==> config.mk <==
export PLATFORM = sky130hd
export DESIGN_NAME = capture_speed_pid_controller_core_flat
export DESIGN_NICKNAME = d
export VERILOG_FILES = /design/src/sv/cspid_pkg.sv /design/src/sv/cspid_if.sv /design/src/sv/capture_speed_pid_controller_core.sv /design/src/sv/cspid_ctrl.sv /design/src/sv/cspid_dpath.sv /design/src/flat_wrapper.sv
export SDC_FILE = /design/constraint.sdc
export NUM_CORES = 2
export LEC_CHECK = 0
export BUFFER_PORTS_ARGS = -buffer_cell sky130_fd_sc_hd__buf_4
export CAP_MARGIN = 15
export CELL_PAD_IN_SITES_DETAIL_PLACEMENT = 1
export CELL_PAD_IN_SITES_GLOBAL_PLACEMENT = 1
export CORE_UTILIZATION = 55
export DETAILED_ROUTE_END_ITERATION = 6
export MAX_ROUTING_LAYER = met4
export PLACE_DENSITY = 0.88
export SYNTH_ARGS = -nofsm -noshare
export SYNTH_HDL_FRONTEND = slang
export SYNTH_HIERARCHICAL = 1
export SYNTH_SLANG_ARGS = --single-unit
==> constraint.sdc <==
create_clock -name clk_i -period 20.6 [get_ports clk_i]
set_clock_uncertainty 0.1 [all_clocks]
set_input_delay 6.18 -clock clk_i [delete_from_list [all_inputs] [get_ports clk_i]]
set_output_delay 6.18 -clock clk_i [all_outputs]
set_load 0.1 [all_outputs]
==> src/sv/cspid_pkg.sv <==
// ----------------------------------------------------------------------------
// cspid_pkg
// Types and constants shared by the capture speed PID controller modules.
// ----------------------------------------------------------------------------
package cspid_pkg;

  localparam int unsigned CfgIdxW  = 3;
  localparam int unsigned CfgDataW = 32;
  localparam int unsigned DivCntW  = 5;

  localparam logic [CfgIdxW-1:0] CFG_TARGET = 3'd0;
  localparam logic [CfgIdxW-1:0] CFG_KP     = 3'd1;
  localparam logic [CfgIdxW-1:0] CFG_KI     = 3'd2;
  localparam logic [CfgIdxW-1:0] CFG_KD     = 3'd3;
  localparam logic [CfgIdxW-1:0] CFG_SCALE  = 3'd4;

  localparam logic [15:0] TARGET_RST = 16'd49;
  localparam logic [11:0] KP_RST     = 12'd492;
  localparam logic [11:0] KI_RST     = 12'd26;
  localparam logic [11:0] KD_RST     = 12'd640;
  localparam logic [31:0] SCALE_RST  = 32'd1043440000;

  localparam logic [15:0] SPEED_MAX   = 16'hFFFF;
  localparam logic [14:0] INTEG_MAX   = 15'd25600;
  localparam logic [6:0]  DUTY_MAX    = 7'd100;
  localparam logic [DivCntW-1:0] DIV_LAST = 5'd31;

  typedef enum logic [3:0] {
    ST_IDLE,
    ST_DIV,
    ST_DIV_END,
    ST_MUL_I,
    ST_MUL_D,
    ST_MUL_P,
    ST_DUTY,
    ST_OUT
  } state_e;

  typedef enum logic [1:0] {
    MUL_NONE,
    MUL_INTEG,
    MUL_DERIV,
    MUL_PROP
  } mul_sel_e;

  typedef struct packed {
    logic     edge_start;
    logic     tick_start;
    logic     div_step;
    logic     div_end;
    mul_sel_e mul_sel;
    logic     duty_upd;
    logic     out_load;
  } cmd_t;

  typedef struct packed {
    logic period_zero;
  } status_t;

endpackage

==> src/sv/cspid_if.sv <==
// ----------------------------------------------------------------------------
// cspid_in_if / cspid_out_if
// Valid/ready channels for input items and result items.
// ----------------------------------------------------------------------------
interface cspid_in_if;
  logic        valid;
  logic        ready;
  logic        cmd;
  logic [31:0] capture_time;

  modport source (output valid, cmd, capture_time, input ready);
  modport sink (input valid, cmd, capture_time, output ready);
endinterface

interface cspid_out_if;
  logic        valid;
  logic        ready;
  logic [6:0]  duty;
  logic [15:0] speed;

  modport source (output valid, duty, speed, input ready);
  modport sink (input valid, duty, speed, output ready);
endinterface

==> src/sv/capture_speed_pid_controller_core.sv <==
// ----------------------------------------------------------------------------
// capture_speed_pid_controller_core
// Motor speed loop: capture-period speed measurement and a PID duty output.
// ----------------------------------------------------------------------------
// Input channel in_ch carries one beat per item: cmd 0 is a capture edge with
// its timer value in capture_time, cmd 1 is a control tick. Every item gives
// exactly one beat on out_ch with the current duty and measured speed.
// Configuration registers are written through cfg_we_i/cfg_idx_i/cfg_wdata_i
// (0 target, 1 kp, 2 ki, 3 kd, 4 speed scale); the user must write them only
// while no item is in flight, as the block does not enforce it. For an edge,
// a radix-2 divider computes scale / period; a zero period skips it.
// A tick makes three passes through one shared 13x32 multiplier (integral,
// derivative, proportional) and a duty clamp.
// One item is in flight at a time; in_ch.ready is high only when idle.
// The result sits in an output register: a stalled receiver holds the beat,
// and the next item may be accepted meanwhile, finishing its work and then
// waiting until the held beat is taken.
// Reset loads the register defaults and clears all loop state; no beat is
// pending after reset.
// ----------------------------------------------------------------------------
module capture_speed_pid_controller_core (
  input  logic                            clk_i,
  input  logic                            rst_ni,
  cspid_in_if.sink                        in_ch,
  cspid_out_if.source                     out_ch,
  input  logic                            cfg_we_i,
  input  logic [cspid_pkg::CfgIdxW-1:0]   cfg_idx_i,
  input  logic [cspid_pkg::CfgDataW-1:0]  cfg_wdata_i
);

  cspid_pkg::cmd_t    cmd;
  cspid_pkg::status_t status;
  logic               in_ready;
  logic               out_valid;
  logic [6:0]         duty;
  logic [15:0]        speed;

  cspid_ctrl u_ctrl (
    .clk_i       (clk_i),
    .rst_ni      (rst_ni),
    .in_valid_i  (in_ch.valid),
    .in_cmd_i    (in_ch.cmd),
    .in_ready_o  (in_ready),
    .out_valid_o (out_valid),
    .out_ready_i (out_ch.ready),
    .status_i    (status),
    .cmd_o       (cmd)
  );

  cspid_dpath u_dpath (
    .clk_i          (clk_i),
    .rst_ni         (rst_ni),
    .cfg_we_i       (cfg_we_i),
    .cfg_idx_i      (cfg_idx_i),
    .cfg_wdata_i    (cfg_wdata_i),
    .capture_time_i (in_ch.capture_time),
    .cmd_i          (cmd),
    .status_o       (status),
    .duty_o         (duty),
    .speed_o        (speed)
  );

  assign in_ch.ready  = in_ready;
  assign out_ch.valid = out_valid;
  assign out_ch.duty  = duty;
  assign out_ch.speed = speed;

endmodule

==> src/sv/cspid_ctrl.sv <==
// ----------------------------------------------------------------------------
// cspid_ctrl
// Sequencer: input/output handshake, divider count and PID step order.
// ----------------------------------------------------------------------------
module cspid_ctrl (
  input  logic                        clk_i,
  input  logic                        rst_ni,
  input  logic                        in_valid_i,
  input  logic                        in_cmd_i,
  output logic                        in_ready_o,
  output logic                        out_valid_o,
  input  logic                        out_ready_i,
  input  cspid_pkg::status_t          status_i,
  output cspid_pkg::cmd_t             cmd_o
);

  cspid_pkg::state_e                  state_q, state_d;
  logic [cspid_pkg::DivCntW-1:0]      cnt_q, cnt_d;
  logic                               out_valid_q, out_valid_d;

  always_ff @(posedge clk_i or negedge rst_ni) begin
    if (!rst_ni) begin
      state_q     <= cspid_pkg::ST_IDLE;
      cnt_q       <= '0;
      out_valid_q <= 1'b0;
    end else begin
      state_q     <= state_d;
      cnt_q       <= cnt_d;
      out_valid_q <= out_valid_d;
    end
  end

  always_comb begin
    state_d     = state_q;
    cnt_d       = cnt_q;
    out_valid_d = out_valid_q & ~out_ready_i;
    in_ready_o  = 1'b0;
    cmd_o       = '0;
    cmd_o.mul_sel = cspid_pkg::MUL_NONE;
    unique case (state_q)
      cspid_pkg::ST_IDLE: begin
        in_ready_o = 1'b1;
        if (in_valid_i) begin
          if (in_cmd_i) begin
            cmd_o.tick_start = 1'b1;
            state_d = cspid_pkg::ST_MUL_I;
          end else begin
            cmd_o.edge_start = 1'b1;
            cnt_d = '0;
            state_d = status_i.period_zero ? cspid_pkg::ST_OUT : cspid_pkg::ST_DIV;
          end
        end
      end
      cspid_pkg::ST_DIV: begin
        cmd_o.div_step = 1'b1;
        cnt_d = cnt_q + 1'b1;
        if (cnt_q == cspid_pkg::DIV_LAST) begin
          state_d = cspid_pkg::ST_DIV_END;
        end
      end
      cspid_pkg::ST_DIV_END: begin
        cmd_o.div_end = 1'b1;
        state_d = cspid_pkg::ST_OUT;
      end
      cspid_pkg::ST_MUL_I: begin
        cmd_o.mul_sel = cspid_pkg::MUL_INTEG;
        state_d = cspid_pkg::ST_MUL_D;
      end
      cspid_pkg::ST_MUL_D: begin
        cmd_o.mul_sel = cspid_pkg::MUL_DERIV;
        state_d = cspid_pkg::ST_MUL_P;
      end
      cspid_pkg::ST_MUL_P: begin
        cmd_o.mul_sel = cspid_pkg::MUL_PROP;
        state_d = cspid_pkg::ST_DUTY;
      end
      cspid_pkg::ST_DUTY: begin
        cmd_o.duty_upd = 1'b1;
        state_d = cspid_pkg::ST_OUT;
      end
      cspid_pkg::ST_OUT: begin
        if (!out_valid_q || out_ready_i) begin
          cmd_o.out_load = 1'b1;
          out_valid_d = 1'b1;
          state_d = cspid_pkg::ST_IDLE;
        end
      end
      default: begin
        state_d = cspid_pkg::ST_IDLE;
      end
    endcase
  end

  assign out_valid_o = out_valid_q;

endmodule

==> src/sv/cspid_dpath.sv <==
// ----------------------------------------------------------------------------
// cspid_dpath
// Configuration registers, loop state, radix-2 divider, shared multiplier
// and the result register.
// ----------------------------------------------------------------------------
module cspid_dpath (
  input  logic                              clk_i,
  input  logic                              rst_ni,
  input  logic                              cfg_we_i,
  input  logic [cspid_pkg::CfgIdxW-1:0]     cfg_idx_i,
  input  logic [cspid_pkg::CfgDataW-1:0]    cfg_wdata_i,
  input  logic [31:0]                       capture_time_i,
  input  cspid_pkg::cmd_t                   cmd_i,
  output cspid_pkg::status_t                status_o,
  output logic [6:0]                        duty_o,
  output logic [15:0]                       speed_o
);

  logic [15:0]        target_q;
  logic [11:0]        kp_q, ki_q, kd_q;
  logic [31:0]        scale_q;

  logic [31:0]        last_q;
  logic [15:0]        speed_q, speed_d;
  logic [14:0]        acc_q, acc_d;
  logic signed [16:0] prev_q;
  logic [6:0]         duty_q, duty_d;

  logic [31:0]        period_q;
  logic [31:0]        rem_q, rem_d;
  logic [31:0]        quo_q, quo_d;
  logic signed [16:0] err_q;
  logic signed [44:0] prod_q;

  logic signed [16:0] err;
  logic signed [17:0] diff;
  logic signed [30:0] integ_sum;
  logic signed [31:0] pid_sum;
  logic signed [12:0] mul_a;
  logic signed [31:0] mul_b;
  logic signed [44:0] mul_p;
  logic [32:0]        rem_sh;
  logic [33:0]        rem_sub;

  assign status_o.period_zero = (capture_time_i == last_q);

  always_ff @(posedge clk_i or negedge rst_ni) begin
    if (!rst_ni) begin
      target_q <= cspid_pkg::TARGET_RST;
      kp_q     <= cspid_pkg::KP_RST;
      ki_q     <= cspid_pkg::KI_RST;
      kd_q     <= cspid_pkg::KD_RST;
      scale_q  <= cspid_pkg::SCALE_RST;
    end else if (cfg_we_i) begin
      unique case (cfg_idx_i)
        cspid_pkg::CFG_TARGET: target_q <= cfg_wdata_i[15:0];
        cspid_pkg::CFG_KP:     kp_q     <= cfg_wdata_i[11:0];
        cspid_pkg::CFG_KI:     ki_q     <= cfg_wdata_i[11:0];
        cspid_pkg::CFG_KD:     kd_q     <= cfg_wdata_i[11:0];
        cspid_pkg::CFG_SCALE:  scale_q  <= cfg_wdata_i;
        default: ;
      endcase
    end
  end

  // divider step: restoring, one quotient bit per cycle
  assign rem_sh  = {rem_q, quo_q[31]};
  assign rem_sub = {1'b0, rem_sh} - {2'b00, period_q};

  always_comb begin
    rem_d = rem_q;
    quo_d = quo_q;
    if (cmd_i.edge_start) begin
      rem_d = '0;
      quo_d = scale_q;
    end else if (cmd_i.div_step) begin
      if (!rem_sub[33]) begin
        rem_d = rem_sub[31:0];
        quo_d = {quo_q[30:0], 1'b1};
      end else begin
        rem_d = rem_sh[31:0];
        quo_d = {quo_q[30:0], 1'b0};
      end
    end
  end

  // PID arithmetic
  assign err  = $signed({1'b0, target_q}) - $signed({1'b0, speed_q});
  assign diff = $signed({err_q[16], err_q}) - $signed({prev_q[16], prev_q});
  assign integ_sum = $signed({16'b0, acc_q}) + prod_q[30:0];
  assign pid_sum = $signed({{7{err_q[16]}}, err_q, 8'b0}) + $signed({17'b0, acc_q})
                 + prod_q[31:0];

  always_comb begin
    mul_a = '0;
    mul_b = '0;
    unique case (cmd_i.mul_sel)
      cspid_pkg::MUL_INTEG: begin
        mul_a = $signed({1'b0, ki_q});
        mul_b = $signed({{15{err[16]}}, err});
      end
      cspid_pkg::MUL_DERIV: begin
        mul_a = $signed({1'b0, kd_q});
        mul_b = $signed({{14{diff[17]}}, diff});
      end
      cspid_pkg::MUL_PROP: begin
        mul_a = $signed({1'b0, kp_q});
        mul_b = pid_sum;
      end
      default: ;
    endcase
  end

  assign mul_p = mul_a * mul_b;

  always_comb begin
    speed_d = speed_q;
    acc_d   = acc_q;
    duty_d  = duty_q;
    if (cmd_i.edge_start && status_o.period_zero) begin
      speed_d = cspid_pkg::SPEED_MAX;
    end else if (cmd_i.div_end) begin
      speed_d = (|quo_q[31:16]) ? cspid_pkg::SPEED_MAX : quo_q[15:0];
    end
    if (cmd_i.mul_sel == cspid_pkg::MUL_DERIV) begin
      if (integ_sum[30]) begin
        acc_d = '0;
      end else if (integ_sum > $signed({16'b0, cspid_pkg::INTEG_MAX})) begin
        acc_d = cspid_pkg::INTEG_MAX;
      end else begin
        acc_d = integ_sum[14:0];
      end
    end
    if (cmd_i.duty_upd) begin
      if (prod_q <= 45'sd0) begin
        duty_d = '0;
      end else if (prod_q >= 45'sd6553600) begin
        duty_d = cspid_pkg::DUTY_MAX;
      end else begin
        duty_d = prod_q[22:16];
      end
    end
  end

  always_ff @(posedge clk_i or negedge rst_ni) begin
    if (!rst_ni) begin
      last_q  <= '0;
      speed_q <= '0;
      acc_q   <= '0;
      prev_q  <= '0;
      duty_q  <= '0;
    end else begin
      speed_q <= speed_d;
      acc_q   <= acc_d;
      duty_q  <= duty_d;
      if (cmd_i.edge_start) begin
        last_q <= capture_time_i;
      end
      if (cmd_i.duty_upd) begin
        prev_q <= err_q;
      end
    end
  end

  always_ff @(posedge clk_i) begin
    rem_q <= rem_d;
    quo_q <= quo_d;
    if (cmd_i.edge_start) begin
      period_q <= capture_time_i - last_q;
    end
    if (cmd_i.tick_start) begin
      err_q <= err;
    end
    if (cmd_i.mul_sel != cspid_pkg::MUL_NONE) begin
      prod_q <= mul_p;
    end
    if (cmd_i.out_load) begin
      duty_o  <= duty_q;
      speed_o <= speed_q;
    end
  end

endmodule
==> src/flat_wrapper.sv <==
// flat-port wrapper written by rule: the top's interface ports become plain ports
module capture_speed_pid_controller_core_flat 
  (clk_i, rst_ni, cfg_we_i, cfg_idx_i, cfg_wdata_i, in_ch_valid, in_ch_cmd, in_ch_capture_time, in_ch_ready, out_ch_valid, out_ch_duty, out_ch_speed, out_ch_ready);
  cspid_in_if in_ch_i ();
  cspid_out_if out_ch_i ();
  input  logic clk_i;
  input  logic rst_ni;
  input  logic cfg_we_i;
  input  logic [cspid_pkg::CfgIdxW-1:0] cfg_idx_i;
  input  logic [cspid_pkg::CfgDataW-1:0] cfg_wdata_i;
  input wire logic [$bits(in_ch_i.valid)-1:0] in_ch_valid;
  input wire logic [$bits(in_ch_i.cmd)-1:0] in_ch_cmd;
  input wire logic [$bits(in_ch_i.capture_time)-1:0] in_ch_capture_time;
  output wire logic [$bits(in_ch_i.ready)-1:0] in_ch_ready;
  output wire logic [$bits(out_ch_i.valid)-1:0] out_ch_valid;
  output wire logic [$bits(out_ch_i.duty)-1:0] out_ch_duty;
  output wire logic [$bits(out_ch_i.speed)-1:0] out_ch_speed;
  input wire logic [$bits(out_ch_i.ready)-1:0] out_ch_ready;
  assign in_ch_i.valid = in_ch_valid;
  assign in_ch_i.cmd = in_ch_cmd;
  assign in_ch_i.capture_time = in_ch_capture_time;
  assign in_ch_ready = in_ch_i.ready;
  assign out_ch_valid = out_ch_i.valid;
  assign out_ch_duty = out_ch_i.duty;
  assign out_ch_speed = out_ch_i.speed;
  assign out_ch_i.ready = out_ch_ready;
  capture_speed_pid_controller_core u_core (.clk_i(clk_i), .rst_ni(rst_ni), .in_ch(in_ch_i), .out_ch(out_ch_i), .cfg_we_i(cfg_we_i), .cfg_idx_i(cfg_idx_i), .cfg_wdata_i(cfg_wdata_i));
endmodule
# [Yosys cells after proc, flatten, opt, wreduce, memory -nomap -nowiden]
# Cells that the tools add are included.
[word_totals] reg_bits=362 inputBits=73 output_inout_bits=25 word_cells=107
[op_classes] add_sub_neg=8 multipliers=1 order_cmp=3 n_eq_ne=20 n_mux=35 n_bitwise=2 reduce_logical=18
[op_table] cell="32-bit two-way mux" count=3
[op_table] cell="32-bit one-hot mux with 3 select lines" count=1
[op_table] cell="16-bit two-way mux" count=3
[op_table] cell="45-bit by 24-bit greater-or-equal comparator with 1-bit output, second input constant" count=1
[op_table] cell="45-bit by 1-bit less-or-equal comparator with 1-bit output, second input constant" count=1
[op_table] cell="13-bit by 32-bit multiplier with 45-bit output" count=1
[op_table] cell="12-bit one-hot mux with 3 select lines" count=1
[op_table] cell="33-bit by 32-bit subtractor with 34-bit output" count=1
[op_table] cell="32-bit adder" count=1
[op_table] cell="32-bit equality test" count=1
[op_table] cell="32-bit subtractor" count=1
[op_table] cell="15-bit by 31-bit adder with 31-bit output" count=1
[op_table] cell="31-bit by 16-bit > comparator with 1-bit output, second input constant" count=1
[op_table] cell="15-bit two-way mux" count=2
[op_table] cell="4-bit one-hot mux with 7 select lines" count=1
[op_table] cell="25-bit by 16-bit adder with 26-bit output" count=1
[op_table] cell="17-bit by 17-bit subtractor with 18-bit output" count=1
[op_table] cell="16-bit by 16-bit subtractor with 17-bit output" count=1
[op_table] cell="4-bit by 3-bit equality test with 1-bit output, second input constant" count=4
[op_table] cell="16-bit OR reduction" count=1
[op_table] cell="7-bit two-way mux" count=2
[op_table] cell="4-bit two-way mux" count=3
[op_table] cell="1-bit two-way mux" count=11
[op_table] cell="5-bit two-way mux" count=2
[op_table] cell="25 further kinds" count=41

# [Longest topological paths before layout]
[depth] word_depth=5 ltp_mapped=42 ltp_nobuf=42

# [Hierarchy]
# The synthesis kept the hierarchy.
[by_module_without_submodules] module="cspid_dpath" n_inst=1 cells_per_inst=3567 area_per_inst_um2=34048.9 seq_area_each_um2=9426.5
[by_module_without_submodules] module="cspid_ctrl" n_inst=1 cells_per_inst=55 area_per_inst_um2=561.8 seq_area_each_um2=225.2

# [Least setup slack after synthesis]
# OpenSTA, ideal clock, no wires.
[synth_timing] path_kind="reg2reg" start="register u_core.u_dpath.acc_q[8]" end="register u_core.u_dpath.prod_q[43], data pin" setup_time_ps=260 arrival_time_ps=9114 t_required_ps=20240 path_slack_ps=11126 path_stages_with_launch=40 n_path_buf=0 synth_period_minus_slack_ps=9474 cell_sequence="dfrtp_1 ha_1 fa_1 a21oi_1 nor2_1 nor2_1 o21bai_1 a21oi_1 nor2b_1 o21ai_0 nor2_1 xor2_1 ha_1 a21o_1 a21o_1 a21o_1 a21o_1 a21o_1 [... 4 more ...] nor2_1 fa_1 inv_1 fa_1 inv_1 fa_1 fa_1 inv_1 fa_1 inv_1 ha_1 nand3_1 or4b_2 o21a_1 a211o_1 a31oi_1 mux2i_1 nand2_1"
[synth_between] elab_chain_cells=4
[synth_lines] item="from (decl)" line="cspid_dpath.sv:25" rtl="logic [14:0] acc_q, acc_d;"
[synth_lines] item="from (signal assigned)" line="cspid_dpath.sv:149" rtl="acc_q <= '0;"
[synth_lines] item="from (signal assigned)" line="cspid_dpath.sv:154" rtl="acc_q <= acc_d;"
[synth_lines] item="25-bit by 16-bit adder with 26-bit output" line="cspid_dpath.sv:91" rtl="assign pid_sum = $signed({{7{err_q[16]}}, err_q, 8'b0}) + $signed({17'b0, acc_q})"
[synth_lines] item="32-bit adder" line="cspid_dpath.sv:92" rtl="+ prod_q[31:0];"
[synth_lines] item="32-bit one-hot mux with 3 select lines" line="cspid_dpath.sv:97" rtl="unique case (cmd_i.mul_sel)"
[synth_lines] item="13-bit by 32-bit multiplier with 45-bit output" line="cspid_dpath.sv:114" rtl="assign mul_p = mul_a * mul_b;"
[synth_lines] item="via u_core.u_dpath.mul_p[43]" line="cspid_dpath.sv:41" rtl="logic signed [44:0] mul_p;"
[synth_lines] item="to (signal assigned)" line="cspid_dpath.sv:175" rtl="prod_q <= mul_p;"
[synth_lines] item="to (decl)" line="cspid_dpath.sv:33" rtl="logic signed [44:0] prod_q;"
# The timed path passes the listed nets, and every way through them passes these cells.
# A chain may end at the register's enable or synchronous reset.

# [Final worst setup path]
# Same ends and word-level chain as after synthesis.

==> impl_metrics.py <==
metrics = {
    "cts": {
        "post_cts_buffers": 0,
        "clk_path_buf_depth": 3,
        "htree_levels": 2,
        "hold_buffers": 0,
        "clkSinkCount": 361,
        "clk_pin_slew_worst_paths_ns": 0.06,
        "root_buffer": "clkbuf_16",
        "clk_latency_ns": 0.62,
        "cts_tree": "done",
        "numCtsBuffers": 42,
        "cts_repair_resize_count": 0,
    },
    "setup_path": {
        "end_kind": "flop",
        "critPathMaxFanout": 11,
        "worstPathRequired_ns": 20.82,
        "reg2reg_slack_ns": 9.20,
        "critPathKind": "reg2reg",
        "r2r_start": "u_core/u_dpath/acc_q[8]",
        "cpMaxStageDelayCell": "mux2i_1",
        "startpoint_type": "flop",
        "worst_ep_arrival_time_ns": 11.62,
        "startpoint": "u_core/u_dpath/acc_q[8]",
        "cp_common_cell": "fa_1",
        "max_stage_delay_ns": 0.92,
    },
    "synthesis": {
        "synthMostInstantiatedCell": "inv_1",
        "yosysWarnings": 6,
        "synthDistinctLibCells": 96,
        "ys_seq_area_frac": 0.279,
        "yosys-top-cells-area": "fa_1 (20%), edfxtp_1 (13%), dfrtp_1 (11%)",
        "yosysTopAreaCellShare": 0.199,
        "postSynthAreaPerCell_um2": 9.56,
        "synth_flop_cell": "dfrtp_1",
        "ys_top_cells_by_count": "inv_1 (540), nand2_1 (347), fa_1 (344)",
        "ys_seq_elements": 361,
        "yosys.area.top_type": "fa_1",
        "synthArstFlopShare": 0.499,
        "synth_cells": 3622,
        "syn_nets": 4282,
        "synth_edf_count": 149,
        "synth_area_um2": 34600,
    },
    "grt": {
        "grt_max_degree": 98,
        "globalRouteOverflowTotal": 0,
        "grt_pass1_vias": 31900,
        "globalRouteMet1Util": 0.480,
        "track_usage": 0.396,
        "met3_usage": 0.0884,
        "grt-busiest-layer": "met2",
        "antenna_found_initial": 7,
        "met2_usage": 0.630,
        "grt_pass1_wl_mm": 188,
    },
    "routing": {
        "drc": 0,
        "ant_nets": 0,
        "wl_per_cell_um": 26.4,
        "viasPerCell": 6.36,
        "wirelength_mm": 120,
        "num_vias": 29000,
        "drt_first_iter_violations": 2982,
        "drtPass1Iterations": 6,
    },
    "place": {
        "hpwlAfterDp_mm": 85.7,
        "place_congestion": 0.972,
        "io_buffers": 97,
    },
    "sta": {
        "timing.final.hold_violations": 0,
        "period_needed_ns": 11.40,
        "period_share": 0.553,
        "fmaxAchievable_mhz": 87.7,
        "holdWs_ns": 0.350,
        "maxSlewHeadroom": 0.116,
        "rsz0062_at_grt": "no",
        "final.setup.tns_ns": 0,
        "tightest_slew_ns": 1.33,
        "setup_viol": 0,
        "maxSlewViolCount": 0,
    },
    "final_layout": {
        "multi_input_area_um2": 22500,
        "n_fill_cell": 6979,
        "area_growth_pct": 9.16,
        "nNetsFinal": 4347,
        "ff_latch_area_um2": 9650,
        "layout-drive-gt1-share": 0.117,
    },
    "status": {
        "status": "complete, no violations",
    },
    "die": {
        "initial_utilization": 0.559,
        "core.rowCount": 91,
        "fp.dieW_um": 253,
        "core_um2": 61900,
        "num_io_pins": 98,
        "die-area_um2": 63900,
        "dieHeight_um": 253,
    },
    "worst_hold_path": {
        "holdCritPathClass": "reg2reg",
        "worstHoldStart": "u_core/u_dpath/duty_q[3]",
    },
    "job": {
        "drv_cap": 0,
    },
}
-- area by class of cell --
class / count / area share
Antenna cell: 10 / 0.000662
Clock buffer: 56 / 0.0311
Clock inverter: 22 / 0.00805
Inverter: 541 / 0.0538
Multi-Input combinational cell: 2599 / 0.595
Sequential cell: 361 / 0.255
Tap cell: 837 / 0.0277
Timing Repair Buffer: 142 / 0.0284
-- cells in the final DEF (no fill, tap or decap), types with 33 or more instances in the layout --
cell type,count
inv_1,539
nand2_1,347
fa_1,344
nor2_1,311
ha_1,243
dfrtp_1,154
a21oi_1,153
edfxtp_1,149
buf_4,141
o21ai_0,141
mux2_2,133
xnor2_1,112
a21o_1,104
xor2_1,55
nand3_1,43
a211oi_1,43
clkbuf_16,42
nor3_1,42
o21a_1,34
mux2i_1,33
-- critical path: cells and delay by family (launching register included) --
family          cells  cell delay, ns
mux                 2            1.13
fa+ha+maj           9            4.03
simple gates        9            1.73
flops               1            0.41
compound gates     13            3.30
xor+xnor            1            0.17
buf+inv             4            0.26
-- state kept, by name (all words and copies together) (netlist names), 17 cells and up --
register / flops
u_core/u_dpath/prod_q: 45
u_core/u_dpath/last_q: 32
u_core/u_dpath/period_q: 32
u_core/u_dpath/quo_q: 32
u_core/u_dpath/rem_q: 32
u_core/u_dpath/scale_q: 32
u_core/u_dpath/err_q: 17
u_core/u_dpath/prev_q: 17
-- path summary, 6_finish.rpt --
path	endpoint	cells after the start
max	u_core/u_dpath/prod_q[43]	38
min	u_core/u_dpath/duty_o[3]	0
max reg2reg	u_core/u_dpath/prod_q[43]	38
min reg2reg	u_core/u_dpath/duty_o[3]	0
max in group asynchronous	u_core/u_dpath/duty_q[6]	2
min in group asynchronous	u_core/u_dpath/last_q[30]	1
-- metrics by stage --
stage	cells	setup slack, ns	utilization	instance area [um2]
2_1_floorplan	3622	11.13	-	34600
3_3_place_gp	4479	9.90	0.586	36300
3_5_place_dp	4479	9.55	0.586	36300
4_1_cts	4557	9.32	0.609	37700
5_1_grt	4566	8.59	0.610	37800
6_report	4568	9.20	0.610	37800
-- metal layers --
layer | routed length (um) | up-vias
li1 | - | 12300
met1 | 46300 | 14700
met2 | 57100 | 1531
met3 | 10800 | 501
met4 | 6280 | 0
met5 | 0 | -
-- logic make-up after synthesis --
family,share of synthesized area
AOI/OAI and AO/OA,0.139
xor gates and xnor gates,0.0423
adders and majority gates,0.287
buffers and inverters,0.0737
DFF,0.279
muxes,0.0528
and+or+nand+nor,0.126
Power is left out: the tool's default activity adds up to more than one toggle a clock period on the data nets, which glitch-free logic cannot reach.
